[src/sv/jpeg_marker_stream_splitter_macros.svh]
// Assertion macros shared by the splitter modules.
`ifndef JPEG_MARKER_STREAM_SPLITTER_MACROS_SVH
`define JPEG_MARKER_STREAM_SPLITTER_MACROS_SVH

// The condition holds at every clock edge out of reset.
`define JMSS_ASSERT_ALWAYS(label, cond, msg) \
    label: assert property (@(posedge clk) disable iff (!rst_n) (cond)) \
        else $error(msg);

// The consequent holds in the cycle after the antecedent.
`define JMSS_ASSERT_NEXT(label, ante, cons, msg) \
    label: assert property (@(posedge clk) disable iff (!rst_n) (ante) |=> (cons)) \
        else $error(msg);

`endif

[src/sv/jmss_pkg.sv]
package jmss_pkg;

    // Parser phases.
    localparam logic [2:0] PH_TOP   = 3'd0;
    localparam logic [2:0] PH_LENHI = 3'd1;
    localparam logic [2:0] PH_LENLO = 3'd2;
    localparam logic [2:0] PH_DATA  = 3'd3;
    localparam logic [2:0] PH_SCAN  = 3'd4;

    // Result kinds.
    localparam logic [1:0] KIND_HDR  = 2'd0;
    localparam logic [1:0] KIND_BODY = 2'd1;
    localparam logic [1:0] KIND_OK   = 2'd2;
    localparam logic [1:0] KIND_ERR  = 2'd3;

    // Configuration register indexes.
    localparam logic CFG_SAFE_MODE     = 1'b0;
    localparam logic CFG_HEADER_ENABLE = 1'b1;

    // Marker bytes.
    localparam logic [7:0] BYTE_FF   = 8'hFF;
    localparam logic [7:0] BYTE_ZERO = 8'h00;
    localparam logic [7:0] ID_SOI    = 8'hD8;
    localparam logic [7:0] ID_EOI    = 8'hD9;
    localparam logic [7:0] ID_SOS    = 8'hDA;
    localparam logic [3:0] RST_HIGH  = 4'hD;
    localparam logic [15:0] TALLY_MAX = 16'hFFFF;

    // Result queue geometry.
    localparam int RB_DEPTH = 4;
    localparam int RB_PTR_W = 2;
    localparam int RB_CNT_W = 3;

    typedef struct packed {
        logic safe_mode;
        logic header_enable;
    } cfg_t;

    typedef struct packed {
        logic [1:0]  kind;
        logic [7:0]  data;
        logic [15:0] rc;
    } result_t;

    // Results of one accepted beat, r0 first.
    typedef struct packed {
        logic [1:0] count;
        result_t    r0;
        result_t    r1;
    } step_t;

endpackage

[src/sv/jpeg_marker_stream_splitter.sv]
// Results: a beat's results are written into a 4-entry result queue when the beat is accepted;
// the single output port drains the queue. Throughput: one input beat per cycle while the
// queue holds at most two results; beats with two results fill it faster than it drains.
// Reset: rst_n is asynchronous and active low; it clears the parser state and the queue,
// and sets safe_mode to 0 and header_enable to 1.
module jpeg_marker_stream_splitter (
    input  logic        clk,
    input  logic        rst_n,
    input  logic        cfg_we,
    input  logic        cfg_index,
    input  logic        cfg_data,
    input  logic        in_valid,
    output logic        in_ready,
    input  logic [7:0]  data_byte,
    input  logic        end_of_stream,
    output logic        out_valid,
    input  logic        out_ready,
    output logic [1:0]  out_kind,
    output logic [7:0]  out_byte,
    output logic [15:0] restart_count
);

    jmss_pkg::cfg_t    cfg_reg;
    jmss_pkg::step_t   step;
    jmss_pkg::result_t head;
    logic              room;
    logic              step_en;

    always_ff @(posedge clk or negedge rst_n)
    begin
        if (!rst_n)
        begin
            cfg_reg.safe_mode     <= 1'b0;
            cfg_reg.header_enable <= 1'b1;
        end
        else if (cfg_we)
        begin
            unique case (cfg_index)
                jmss_pkg::CFG_SAFE_MODE:     cfg_reg.safe_mode     <= cfg_data;
                jmss_pkg::CFG_HEADER_ENABLE: cfg_reg.header_enable <= cfg_data;
                default:                     cfg_reg               <= cfg_reg;
            endcase
        end
    end

    assign in_ready = room;
    assign step_en  = in_valid && room;

    jmss_parser u_parser (
        .clk           (clk),
        .rst_n         (rst_n),
        .cfg           (cfg_reg),
        .step_en       (step_en),
        .data_byte     (data_byte),
        .end_of_stream (end_of_stream),
        .step          (step)
    );

    jmss_rbuf u_rbuf (
        .clk       (clk),
        .rst_n     (rst_n),
        .step      (step),
        .room      (room),
        .out_valid (out_valid),
        .out_ready (out_ready),
        .head      (head)
    );

    assign out_kind      = head.kind;
    assign out_byte      = head.data;
    assign restart_count = head.rc;

endmodule

[src/sv/jmss_parser.sv]
module jmss_parser (
    input  logic                clk,
    input  logic                rst_n,
    input  jmss_pkg::cfg_t      cfg,
    input  logic                step_en,
    input  logic [7:0]          data_byte,
    input  logic                end_of_stream,
    output jmss_pkg::step_t     step
);

    logic [2:0]  phase_reg, phase_next;
    logic        ff_reg, ff_next;
    logic        scan_reg, scan_next;
    logic [7:0]  len_hi_reg, len_hi_next;
    logic [15:0] rem_reg, rem_next;
    logic [15:0] tally_reg, tally_next;
    logic        halted_reg, halted_next;

    jmss_pkg::result_t e0, e1;
    logic              e0_v, e1_v;
    logic              do_marker;
    logic              do_finish;
    logic              seg_hdr;
    logic              seg_emit;
    logic [1:0]        seg_kind;
    logic              mk_scan;
    logic              mk_hdr;
    logic              mk_emit;
    logic [1:0]        mk_kind;
    logic              is_rst;
    logic [15:0]       seg_len;

    always_comb
    begin
        is_rst  = (data_byte[7:4] == jmss_pkg::RST_HIGH) && !data_byte[3];
        seg_len = {len_hi_reg, data_byte};

        // Routing of segment bytes for the segment already open.
        seg_hdr  = !(scan_reg && !cfg.safe_mode);
        seg_emit = !seg_hdr || cfg.header_enable;
        seg_kind = seg_hdr ? jmss_pkg::KIND_HDR : jmss_pkg::KIND_BODY;

        // Routing for a segment that a marker in this beat opens.
        mk_scan = (data_byte == jmss_pkg::ID_SOS);
        mk_hdr  = !(mk_scan && !cfg.safe_mode);
        mk_emit = !mk_hdr || cfg.header_enable;
        mk_kind = mk_hdr ? jmss_pkg::KIND_HDR : jmss_pkg::KIND_BODY;

        phase_next  = phase_reg;
        ff_next     = ff_reg;
        scan_next   = scan_reg;
        len_hi_next = len_hi_reg;
        rem_next    = rem_reg;
        tally_next  = tally_reg;
        halted_next = halted_reg;
        e0          = '0;
        e1          = '0;
        e0_v        = 1'b0;
        e1_v        = 1'b0;
        do_marker   = 1'b0;
        do_finish   = 1'b0;

        if (halted_reg)
        begin
            halted_next = 1'b1;
        end
        else if (end_of_stream)
        begin
            halted_next = 1'b1;
            e0_v    = 1'b1;
            e0.kind = (phase_reg == jmss_pkg::PH_TOP) ? jmss_pkg::KIND_OK
                                                      : jmss_pkg::KIND_ERR;
            e0.rc   = tally_reg;
        end
        else
        begin
            unique case (phase_reg)
                jmss_pkg::PH_TOP:
                begin
                    if (ff_reg)
                        do_marker = 1'b1;
                    else
                        ff_next = (data_byte == jmss_pkg::BYTE_FF);
                end
                jmss_pkg::PH_LENHI:
                begin
                    len_hi_next = data_byte;
                    e0_v        = seg_emit;
                    e0.kind     = seg_kind;
                    e0.data     = data_byte;
                    phase_next  = jmss_pkg::PH_LENLO;
                end
                jmss_pkg::PH_LENLO:
                begin
                    e0_v    = seg_emit;
                    e0.kind = seg_kind;
                    e0.data = data_byte;
                    if (seg_len < 16'd2)
                    begin
                        // Length shorter than its own field: fail right away.
                        halted_next = 1'b1;
                        e1_v        = 1'b1;
                        e1.kind     = jmss_pkg::KIND_ERR;
                        e1.rc       = tally_reg;
                    end
                    else
                    begin
                        rem_next = seg_len - 16'd2;
                        if (seg_len == 16'd2)
                            do_finish = 1'b1;
                        else
                            phase_next = jmss_pkg::PH_DATA;
                    end
                end
                jmss_pkg::PH_DATA:
                begin
                    e0_v     = seg_emit;
                    e0.kind  = seg_kind;
                    e0.data  = data_byte;
                    rem_next = rem_reg - 16'd1;
                    if (rem_reg == 16'd1)
                        do_finish = 1'b1;
                end
                jmss_pkg::PH_SCAN:
                begin
                    if (ff_reg)
                    begin
                        if ((data_byte == jmss_pkg::BYTE_ZERO) || is_rst)
                        begin
                            e0_v    = 1'b1;
                            e0.kind = jmss_pkg::KIND_BODY;
                            e0.data = jmss_pkg::BYTE_FF;
                            e1_v    = 1'b1;
                            e1.kind = jmss_pkg::KIND_BODY;
                            e1.data = data_byte;
                            if (is_rst && (tally_reg != jmss_pkg::TALLY_MAX))
                                tally_next = tally_reg + 16'd1;
                            ff_next = 1'b0;
                        end
                        else
                        begin
                            do_marker = 1'b1;
                        end
                    end
                    else
                    begin
                        e0_v    = (data_byte != jmss_pkg::BYTE_FF);
                        e0.kind = jmss_pkg::KIND_BODY;
                        e0.data = data_byte;
                        ff_next = (data_byte == jmss_pkg::BYTE_FF);
                    end
                end
                default:
                begin
                    phase_next = jmss_pkg::PH_TOP;
                    ff_next    = 1'b0;
                end
            endcase

            if (do_finish)
            begin
                ff_next = 1'b0;
                if (scan_reg)
                begin
                    tally_next = 16'd1;
                    phase_next = jmss_pkg::PH_SCAN;
                end
                else
                begin
                    phase_next = jmss_pkg::PH_TOP;
                end
            end

            if (do_marker)
            begin
                ff_next    = 1'b0;
                phase_next = jmss_pkg::PH_TOP;
                priority if (data_byte == jmss_pkg::ID_EOI)
                begin
                    // End of image is dropped.
                end
                else if (data_byte == jmss_pkg::ID_SOI)
                begin
                    e0_v    = cfg.header_enable;
                    e0.kind = jmss_pkg::KIND_HDR;
                    e0.data = jmss_pkg::BYTE_FF;
                    e1_v    = cfg.header_enable;
                    e1.kind = jmss_pkg::KIND_HDR;
                    e1.data = jmss_pkg::ID_SOI;
                end
                else
                begin
                    scan_next  = mk_scan;
                    e0_v       = mk_emit;
                    e0.kind    = mk_kind;
                    e0.data    = jmss_pkg::BYTE_FF;
                    e1_v       = mk_emit;
                    e1.kind    = mk_kind;
                    e1.data    = data_byte;
                    phase_next = jmss_pkg::PH_LENHI;
                end
            end
        end

        // Pack the results so that the first one present sits in r0.
        step.count = {1'b0, e0_v} + {1'b0, e1_v};
        step.r0    = e0_v ? e0 : e1;
        step.r1    = e1;
        if (!step_en)
            step.count = 2'd0;
    end

    always_ff @(posedge clk or negedge rst_n)
    begin
        if (!rst_n)
        begin
            phase_reg  <= jmss_pkg::PH_TOP;
            ff_reg     <= 1'b0;
            scan_reg   <= 1'b0;
            len_hi_reg <= 8'd0;
            rem_reg    <= 16'd0;
            tally_reg  <= 16'd0;
            halted_reg <= 1'b0;
        end
        else if (step_en)
        begin
            phase_reg  <= phase_next;
            ff_reg     <= ff_next;
            scan_reg   <= scan_next;
            len_hi_reg <= len_hi_next;
            rem_reg    <= rem_next;
            tally_reg  <= tally_next;
            halted_reg <= halted_next;
        end
    end

`include "jpeg_marker_stream_splitter_macros.svh"

    `JMSS_ASSERT_NEXT(a_halt_sticky, halted_reg, halted_reg, "halted state was left")
    `JMSS_ASSERT_NEXT(a_status_halts, step.count != 2'd0 && step.r0.kind[1], halted_reg, "status without halt")

endmodule

[src/sv/jmss_rbuf.sv]
module jmss_rbuf (
    input  logic                clk,
    input  logic                rst_n,
    input  jmss_pkg::step_t     step,
    output logic                room,
    output logic                out_valid,
    input  logic                out_ready,
    output jmss_pkg::result_t   head
);

    jmss_pkg::result_t mem [jmss_pkg::RB_DEPTH];

    logic [jmss_pkg::RB_PTR_W-1:0] wptr_reg, wptr_next;
    logic [jmss_pkg::RB_PTR_W-1:0] rptr_reg, rptr_next;
    logic [jmss_pkg::RB_CNT_W-1:0] count_reg, count_next;
    logic [jmss_pkg::RB_PTR_W-1:0] wptr_plus1;
    logic                          pop;

    always_comb
    begin
        out_valid  = (count_reg != '0);
        head       = mem[rptr_reg];
        pop        = out_valid && out_ready;
        // Room for the two results one beat can cause.
        room       = (count_reg <= jmss_pkg::RB_CNT_W'(jmss_pkg::RB_DEPTH - 2));
        wptr_plus1 = wptr_reg + jmss_pkg::RB_PTR_W'(1);
        wptr_next  = wptr_reg + jmss_pkg::RB_PTR_W'(step.count);
        rptr_next  = rptr_reg + jmss_pkg::RB_PTR_W'(pop);
        count_next = count_reg + jmss_pkg::RB_CNT_W'(step.count)
                     - jmss_pkg::RB_CNT_W'(pop);
    end

    always_ff @(posedge clk)
    begin
        if (step.count != 2'd0)
            mem[wptr_reg] <= step.r0;
        if (step.count == 2'd2)
            mem[wptr_plus1] <= step.r1;
    end

    always_ff @(posedge clk or negedge rst_n)
    begin
        if (!rst_n)
        begin
            wptr_reg  <= '0;
            rptr_reg  <= '0;
            count_reg <= '0;
        end
        else
        begin
            wptr_reg  <= wptr_next;
            rptr_reg  <= rptr_next;
            count_reg <= count_next;
        end
    end

`include "jpeg_marker_stream_splitter_macros.svh"

    `JMSS_ASSERT_ALWAYS(a_no_overflow, (32'(count_reg) + 32'(step.count)) <= jmss_pkg::RB_DEPTH, "result queue overflow")
    `JMSS_ASSERT_NEXT(a_pop_drains, pop && step.count == 2'd0, count_reg == $past(count_reg) - jmss_pkg::RB_CNT_W'(1), "pop did not drain")

endmodule

[config.mk]
export PLATFORM = sky130hd
export DESIGN_NAME = jpeg_marker_stream_splitter
export DESIGN_NICKNAME = d
export VERILOG_FILES = /design/src/sv/jmss_pkg.sv /design/src/sv/jpeg_marker_stream_splitter.sv /design/src/sv/jmss_parser.sv /design/src/sv/jmss_rbuf.sv
export VERILOG_INCLUDE_DIRS = /design/src /design/src/sv
export SDC_FILE = /design/constraint.sdc
export NUM_CORES = 1
export LEC_CHECK = 0
export BUFFER_PORTS_ARGS = -buffer_cell sky130_fd_sc_hd__buf_2
export CORE_ASPECT_RATIO = 1.25
export CORE_MARGIN = 5
export CORE_UTILIZATION = 45
export CTS_CLUSTER_SIZE = 40
export DETAILED_ROUTE_END_ITERATION = 8
export GPL_TIMING_DRIVEN = 0
export PLACE_DENSITY = 0.58
export SETUP_SLACK_MARGIN = 0.1
export SLEW_MARGIN = 5
export SYNTH_ARGS = -nofsm -noshare
export SYNTH_HDL_FRONTEND = slang
export SYNTH_HIERARCHICAL = 1
export SYNTH_SLANG_ARGS = --single-unit
[constraint.sdc]
create_clock -name clk -period 7 [get_ports clk]
set_input_delay 1.4 -clock clk [delete_from_list [all_inputs] [get_ports clk]]
set_output_delay 1.4 -clock clk [all_outputs]
set_load 0.02 [all_outputs]
==> results of run 1 <==
metrics by stage:
step	power, mW	util (%)	setup WS, ns
detailed placement	2.23	48.7	1.03
global placement	2.20	48.0	-1.85
CTS	3.11	51.5	1.46
finish	3.08	51.5	1.39
global route	3.26	51.5	1.05
floorplan	1.91	-	0.509
how the worst min path moves through the flow:
stage / end / slack, ns / cells past startpoint / start
final: u_rbuf/wptr_reg[0] / 0.50 / 1 / u_rbuf/wptr_reg[0]
after global routing: u_rbuf/wptr_reg[0] / 0.52 / 1 / u_rbuf/wptr_reg[0]
after CTS: u_rbuf/wptr_reg[0] / 0.51 / 1 / u_rbuf/wptr_reg[0]
after detailed placement: u_rbuf/wptr_reg[0] / 0.49 / 1 / u_rbuf/wptr_reg[0]
after global placement: u_rbuf/wptr_reg[0] / 0.48 / 1 / u_rbuf/wptr_reg[0]
after floorplan: u_parser/rem_reg[8] / 0.46 / 2 / u_parser/rem_reg[8]
cells by family after synthesis:
family,Yosys count,share of synthesized area [%]
buf+inv,56,3.02
mux,140,20.6
xor+xnor,33,3.18
simple gates,239,14.6
flops,159,49.6
fa+ha+maj,9,1.32
compound gates,102,7.74
cell usage in the layout (no fill, tap or decap), types with 3 or more instances in the layout:
master and instances:
mux2_2 111, edfxtp_1 104, nor2_1 56, dfrtp_1 54
and2_1 49, buf_2 45, nand2_1 34, o21ai_0 32
mux4_2 26, clkbuf_1 25, a21oi_1 19, nor3_1 18
clkbuf_16 17, xor2_1 17, xnor2_1 16, nand3_1 13
inv_1 10, nor4_1 10, nand4_1 8, ha_1 8
nand2b_1 7, buf_4 7, or3_1 7, inv_6 6
a22oi_1 6, a31o_2 6, nor3b_1 5, a21o_1 5
buf_6 4, nand3b_1 4, clkinv_4 3, clkinvlp_4 3
nor4bb_1 3, nand4b_1 3, nor2b_1 3, o31ai_1 3
a32o_1 3, buf_16 3
final cells by class:
cell class | count | area share [%]
timing repair buffer | 43 | 2.96
tap | 270 | 3.28
sequential | 159 | 43.6
multi-input combinational | 523 | 42.2
clock inverter | 14 | 1.20
buffer | 46 | 2.29
inverter | 10 | 0.364
clock buffer | 17 | 4.12
metal layers:
| layer | up-vias | wire (um) |
|---|---|---|
| li1 | 2918 | - |
| met1 | 3111 | 9000 |
| met2 | 172 | 11800 |
| met3 | 48 | 969 |
| met4 | 0 | 706 |
| met5 | - | 0 |
power by group through the flow:
stage,sequential [mW],clock (mW),combinational [mW]
final,1.17,0.877,1.03
after global routing,1.18,0.940,1.13
after CTS,1.17,0.897,1.05
after detailed placement,1.19,0,1.05
after global placement,1.18,0,1.02
after floorplan,1.16,0,0.746
worst max-delay path, stage by stage:
cell	delay (ns)
buf_2	0.09
clkbuf_1	0.44
nor4bb_1	0.60
and2_1	0.31
nor4_1	0.10
a2111oi_4	0.43
a21oi_2	0.19
nor2_1	0.18
nor2_1	0.06
ha_1	0.29
and2_1	0.30
nor4bb_1	0.33
buf_4	0.24
buf_4	0.24
o21bai_4	0.28
buf_16	0.23
cell usage after synthesis (3+ instances only):
cell type | count | area, um^2
mux2_2 | 111 | 1250
edfxtp_1 | 104 | 3120
nor2_1 | 57 | 214
dfrtp_1 | 54 | 1350
and2_1 | 49 | 307
nand2_1 | 34 | 128
o21ai_0 | 32 | 160
mux4_2 | 26 | 586
clkbuf_1 | 25 | 93.8
a21oi_1 | 19 | 95.1
nor3_1 | 18 | 90.1
xor2_1 | 17 | 149
xnor2_1 | 16 | 140
nand3_1 | 13 | 65.1
inv_1 | 10 | 37.5
nor4_1 | 10 | 62.6
buf_2 | 8 | 40.0
ha_1 | 8 | 100
nand4_1 | 8 | 50.1
nand2b_1 | 7 | 43.8
or3_1 | 7 | 43.8
a22oi_1 | 6 | 45.0
a31o_2 | 6 | 52.6
buf_4 | 6 | 45.0
a21o_1 | 5 | 37.5
nor3b_1 | 5 | 37.5
buf_6 | 4 | 45.0
nand3b_1 | 4 | 30.0
nor2b_1 | 4 | 25.0
o31ai_1 | 4 | 30.0
a32o_1 | 3 | 30.0
nand4b_1 | 3 | 26.3
nor4bb_1 | 3 | 30.0
==> results.cfg, run 1 <==
[status]
status = finished, final reports clean

[worst_setup_path]
cp-start-kind = input pin
worstReg2RegEnd = u_rbuf/mem[2][9]
worstSetupPathType = in -> reg
r2r_slack_ns = 2.43
worst-endpoint-arrival_ns = 5.74
rr_startpoint = u_parser/phase_reg[0]
crit_path_end_kind = register
path_max_fanout = 17
required_ns = 7.13
endpoint = u_rbuf/mem[2][9]
worst_r2r_path_depth = 15
startpoint = data_byte[7]

[final_layout]
largest_register_ff_count = 104
multi_input_area_um2 = 4350
n_antenna_cell = 0
final_area_um2 = 10300
regArea_um2 = 4500
n_fill_cell = 1797
fin_nets = 825
fin_cells = 1082
area.growth.synth_to_final_pct = 13.6
drive_above_1_share_pct = 31.2

[pwr]
pwr_density_cell_nw_per_um2 = 299
sw_frac_of_total_pct = 36.3
p_leak_nw = 3.99
seqPwrFrac_pct = 38.0
p_sw_mw = 1.12
share_clk_of_total_power_pct = 28.5
power_frac_comb_pct = 33.5
ir_drop_mv = 0.180
p_int_mw = 1.96

[cts]
root_buffer = clkbuf_16
cts.sinks = 159
insertion_delay_ns = 0.43
cts_repair_resize_count = 0
clkSlewWorstSetupHoldPaths_ns = 0.06
numCtsBuffers = 17
cts_setup_buffers = 0
cts_max_level = 4
postCtsHoldBufs = 0
ctsLongestPathBuffers = 2
cts_tree = done

[global_route]
grt_usage_pct = 20.4
grt_use_met1_pct = 25.4
antenna_found_initial = 0
grt_pass1_vias = 6455
grt-ovfl-total = 0
grt_max_degree = 56
top_usage_layer = met2
use_met3_pct = 3.27
use_met2_pct = 35.0
grt_pass1_wl_um = 35900

[floorplanning]
die_w_um = 137
die_area_um2 = 23100
row_count = 58
die_h_um = 169
coreArea_um2 = 20000
start_util_pct = 45.3
ioPinCount = 44

[yosys]
ys_seq_elements = 159
synth.distinct_cells = 70
syn_inst = 738
synth-edff-count = 104
syn_nets = 763
synth_ff_type = edfxtp_1
yosysSeqAreaShare_pct = 49.6
async_flop_share_pct = 34.6
yosysWarnings = 6
mappedNetlistArea_um2 = 9080
avgSynthCellArea_um2 = 12.3

[detailed_routing]
ant_nets = 0
vias_per_cell = 5.78
vias = 6249
totalWireLength_um = 22500
dr.first_iter.drc_count = 435
wl_per_cell_um = 20.8
firstDrtPassIters = 6
drc = 0

[min_path]
holdCritPathClass = reg -> reg

[timing]
tightest_slew_ns = 1.16
rsz0062_at_grt = no
max_freq_mhz = 178
setup_viol = 0
fin_crit_sh_pct = 80.1
fin_hold_ws_ns = 0.502
relSlewSlack_pct = 21.9
skew_ns = 0.00897
hold_viol = 0
fin_crit_ns = 5.61
setup_tns_ns = 0
drv_slew = 0

[placement]
io_buffer_count = 38
dp_cells = 1051
dp_hpwl_um = 15600
dpl_cell_area_um2 = 9760
gp_congestion = 0.902

[job]
maxCapViolations = 0
Power figures use the tool's default switching activity.
==> run 2, diff against run 1 <==
PLACE_DENSITY = 0.6   (was 0.58)
clock period = 4.6 ns   (was 7 ns; I/O delays follow)
==> results.cfg, run 2 (synthesis results as in run 1) <==
[pwr]
p_int_mw = 3.16
sw_frac_of_total_pct = 35.4
share_clk_of_total_power_pct = 30.9
p_leak_nw = 4.15
finalPower_mw = 4.89
seqPwrFrac_pct = 36.5
pwr_density_cell_nw_per_um2 = 459
p_sw_mw = 1.73
power_frac_comb_pct = 32.6
ir_drop_mv = 0.290

[final_layout]
layout_common_cells = edfxtp_1 (104), mux2_2 (92), dfrtp_1 (54), nor2_1 (54), and2_1 (48)
n_antenna_cell = 0
final_common_cell = edfxtp_1
largest_register_ff_count = 104
area.growth.synth_to_final_pct = 17.4
drive_above_1_share_pct = 33.1
fin_nets = 837
post-route-util_pct = 53.2

[detailed_routing]
drc = 0
totalWireLength_um = 23100
vias_per_cell = 5.82
firstDrtPassIters = 5
wl_per_cell_um = 21.1
vias = 6377
dr.first_iter.drc_count = 463
ant_nets = 0

[worst_setup_path]
crit_family = simple AND/OR/NAND/NOR gates
cpMostUsedCell = buf_4
crit_path_top_delay_cell = or4_4
crit_path_max_incr_delay_ns = 0.56
worstSetupPathType = in -> reg
cp-start-kind = input pin
crit_buf_inv = 3
required_ns = 4.78
crit_chain = buf_8 -> or4_4 -> or4_1 -> a21o_1 -> a2111oi_4 -> a21oi_4 -> nor2_2 -> nor2_1 -> ha_1 -> and2_4 -> nor4bb_2 -> buf_4 -> buf_4 -> mux2_2
path_max_fanout = 8
worst-endpoint-arrival_ns = 4.57
crit_path_end_kind = register

[placement]
gp_congestion = 0.907
post-place-ws_ns = -0.886
dp_hpwl_um = 15600
io_buffer_count = 38

[cts]
cts_max_level = 4
ctsLongestPathBuffers = 2
root_buffer = clkbuf_16
numCtsBuffers = 17
clkSlewWorstSetupHoldPaths_ns = 0.07
cts_tree = done
cts.sinks = 159
insertion_delay_ns = 0.44

[floorplanning]
start_util_pct = 45.3
die_h_um = 169
coreArea_um2 = 20000
die_w_um = 137
ioPinCount = 44
die_area_um2 = 23100
row_count = 58

[global_route]
grt_usage_pct = 20.6
grt_pass1_wl_um = 36700
grt-ovfl-total = 0
grt_pass1_vias = 6727
grt_max_degree = 56
antenna_found_initial = 0

[job]
maxCapViolations = 0

[timing]
fin_hold_ws_ns = 0.502
fin_crit_sh_pct = 95.4
postLayoutSetupSlackWorst_ns = 0.212
max_freq_mhz = 228
fin_crit_ns = 4.39
skew_ns = 0.00985
hold_viol = 0
relSlewSlack_pct = 36.1
drv_slew = 0
rsz0062_at_grt = no
tightest_slew_ns = 0.951
setup_tns_ns = 0
setup_viol = 0

[status]
status = finished, final reports clean

[min_path]
holdCritPathClass = reg -> reg
==> run 2: through the flow <==
| stage | std cells | area [um^2] |
|---|---|---|
| after floorplan | 738 | 9210 |
| after global placement | 1046 | 9740 |
| after detailed placement | 1050 | 9840 |
| after CTS | 1090 | 10600 |
| after global routing | 1095 | 10700 |
| final | 1095 | 10700 |
==> run 2: layout make-up <==
| class | count | area, um^2 |
|---|---|---|
| fill | 1741 | 9370 |
| multi-input combinational | 526 | 4530 |
| sequential | 159 | 4500 |
| clock buffer | 17 | 425 |
| timing repair buffer | 52 | 362 |
| tap | 270 | 338 |
| buffer | 46 | 268 |
| clock inverter | 15 | 200 |
| inverter | 10 | 37.5 |
==> run 2: metal layers <==
metal | GRT usage (%) | wire [um] | up-vias
met2 | 36.4 | 12100 | 154
met4 | 6.47 | 561 | 0
met5 | 0 | 0 | -
li1 | - | - | 2936
met3 | 3.36 | 734 | 45
met1 | 25.6 | 9740 | 3242
==> run 2: worst register-to-register path, cell delays in order, from the launching register on <==
cell and delay, ns:
dfrtp_1 0.37, clkbuf_1 0.21, nor2_1 0.43, nand2_1 0.26, nor4_1 0.55, a2111oi_4 0.15
a21oi_4 0.23, nor2_2 0.07, nor2_1 0.11, ha_1 0.16, and2_1 0.11, buf_2 0.22
nor4bb_2 0.34, buf_4 0.20, buf_4 0.18, mux2_2 0.36
==> run 2: worst paths after layout <==
| kind | start | to | slack (ns) | cells past startpoint |
|---|---|---|---|---|
| setup / recovery | data_byte[6] | u_rbuf/mem[2][5] | 0.21 | 14 |
| max in group asynchronous | rst_n | u_parser/tally_reg[12] | 3.57 | 1 |
| hold reg to reg | u_rbuf/wptr_reg[0] | u_rbuf/wptr_reg[0] | 0.50 | 1 |
| setup reg to reg | u_parser/phase_reg[0] | u_rbuf/mem[2][5] | 0.42 | 15 |
| min in group asynchronous | rst_n | u_parser/rem_reg[6] | 0.53 | 1 |
| hold / removal | u_rbuf/wptr_reg[0] | u_rbuf/wptr_reg[0] | 0.50 | 1 |
==> run 2: power by group through the flow <==
stage | clock network (mW) | logic (mW) | registers (mW)
6_report | 1.51 | 1.59 | 1.79
5_1_grt | 1.61 | 1.73 | 1.80
4_1_cts | 1.54 | 1.58 | 1.78
3_5_place_dp | 0 | 1.57 | 1.81
3_3_place_gp | 0 | 1.55 | 1.80
2_1_floorplan | 0 | 1.14 | 1.77
==> run 2: repair_timing <==
action	CTS	global route
gates cloned	2	1
setup buffers	6	4
endpoints found under the setup margin	178	131
resized for setup	10	9
hold buffers	0	0
pin swaps	1	5
==> run 3, diff against run 2 <==
PLACE_DENSITY = 0.58   (was 0.6)
REMOVE_ABC_BUFFERS = 1   (was default)
clock period = 4.1 ns   (was 4.6 ns; I/O delays follow)
==> results.cfg, run 3 (synthesis results as in run 1) <==
[final_layout]
fin_nets = 858
layout_common_cells = edfxtp_1 (104), mux2_4 (62), dfrtp_1 (52), nor2_1 (52), mux2_2 (50)
final_common_cell = edfxtp_1
drive_above_1_share_pct = 39.1
post-route-util_pct = 57.8
largest_register_ff_count = 104
area.growth.synth_to_final_pct = 27.6
fin_cells = 1117
n_fill_cell = 1594

[detailed_routing]
firstDrtPassIters = 7
wl_per_cell_um = 22.4
ant_nets = 0
vias_per_cell = 5.92
dr.first_iter.drc_count = 458
totalWireLength_um = 25000
drc = 0
vias = 6613

[floorplanning]
start_util_pct = 45.3
die_h_um = 169
ioPinCount = 44
die_area_um2 = 23100
die_w_um = 137
coreArea_um2 = 20000
row_count = 58

[job]
maxCapViolations = 0

[cts]
clkSlewWorstSetupHoldPaths_ns = 0.07
cts_max_level = 4
insertion_delay_ns = 0.43
ctsLongestPathBuffers = 2
root_buffer = clkbuf_16
numCtsBuffers = 17
cts_tree = done
cts.sinks = 159

[global_route]
antenna_found_initial = 1
grt_max_degree = 56
grt_pass1_vias = 6700
grt-ovfl-total = 0
grt_pass1_wl_um = 37900
grt_usage_pct = 21.5

[worst_setup_path]
crit_family = simple AND/OR/NAND/NOR gates
worst-endpoint-arrival_ns = 4.45
r2r_slack_ns = 0.04
worst_r2r_path_depth = 9
crit_path_end_kind = register
path_max_fanout = 8
cpMostUsedCell = buf_12
crit_buf_inv = 6
cp-start-kind = input pin
required_ns = 4.24
rr_startpoint = u_rbuf/count_reg[1]
worstSetupPathType = in -> reg
crit_chain = buf_12 -> or4_4 -> or4_1 -> a21o_1 -> a2111oi_4 -> a21oi_4 -> nor2_4 -> nor2_2 -> ha_1 -> and2_4 -> nor4bb_4 -> buf_4 -> o21bai_4 -> buf_12 -> buf_12 -> buf_12 -> buf_16
crit_path_max_incr_delay_ns = 0.55
crit_path_top_delay_cell = or4_4
worstReg2RegEnd = u_parser/tally_reg[13]

[timing]
fin_hold_ws_ns = 0.453
tightest_slew_ns = 1.32
hold_viol = 0
skew_ns = 0.0143
fin_crit_sh_pct = 105
relSlewSlack_pct = 12.0
setup_viol = 136
postLayoutSetupSlackWorst_ns = -0.209
fin_crit_ns = 4.31
drv_slew = 0
rsz0062_at_grt = yes
max_freq_mhz = 232

[status]
status = finished with violations
violations = setup timing

[min_path]
holdCritPathClass = in -> async

[pwr]
finalPower_mw = 5.37
ir_drop_mv = 0.306
p_leak_nw = 4.55
pwr_density_cell_nw_per_um2 = 463

[placement]
io_buffer_count = 43
dp_cells = 1016
dp_hpwl_um = 14100
post-place-ws_ns = -1.85
gp_congestion = 0.866
[run 3: metal layers]
layer	track usage [%]	part of all wire (%)	wire (um)
met5	0	0	0
met1	26.4	40	9960
met3	4.22	4.3	1080
met2	38.0	53	13400
met4	6.51	2.5	620
[run 3: through the flow]
stage | TNS (ns) | cell area, um^2
after global placement | -668.08 | 9400
final | -16.64 | 11600
after global routing | -32.79 | 11600
after floorplan | -275.38 | 8850
after detailed placement | -236.81 | 9660
after CTS | -5.39 | 11300
[run 3: area by class of cell]
class	instances	area [um^2]	area share (%)
repair buffers	120	1400	12.0
inverters	10	37.5	0.324
well taps	270	338	2.92
clock inverters	15	146	1.26
clock buffers	17	425	3.67
diodes	1	2.50	0.0216
multi-input cells	525	4740	40.9
flip-flops and latches	159	4500	38.9
[run 3: report_power, final]
part / internal, mW / total [mW] / switching (mW) / leakage (nW)
clock: 0.853 / 1.55 / 0.697 / 0.270
combinational: 0.759 / 1.66 / 0.898 / 2.60
sequential: 1.84 / 2.16 / 0.319 / 1.68
total: 3.45 / 5.37 / 1.91 / 4.55
[run 3: worst max-delay path by stage]
stage | start | endpoint | slack, ns | cells past startpoint
global route | data_byte[3] | u_rbuf/mem[2][17] | -0.31 | 17
finish | data_byte[6] | u_rbuf/mem[2][17] | -0.21 | 17
floorplan | data_byte[6] | u_rbuf/mem[2][0] | -3.10 | 11
detailed placement | data_byte[5] | u_rbuf/mem[0][5] | -1.85 | 14
CTS | data_byte[6] | u_rbuf/mem[0][19] | -0.11 | 17
global placement | data_byte[5] | u_rbuf/mem[2][9] | -6.76 | 12
[run 3: timing repair]
item / CTS / global route
endpoints found under the setup margin: 210 / 222
cloned: 7 / 5
hold buffers: 0 / 0
resized for setup: 85 / 40
buffers inserted: 53 / 7
pin swaps: 13 / 7
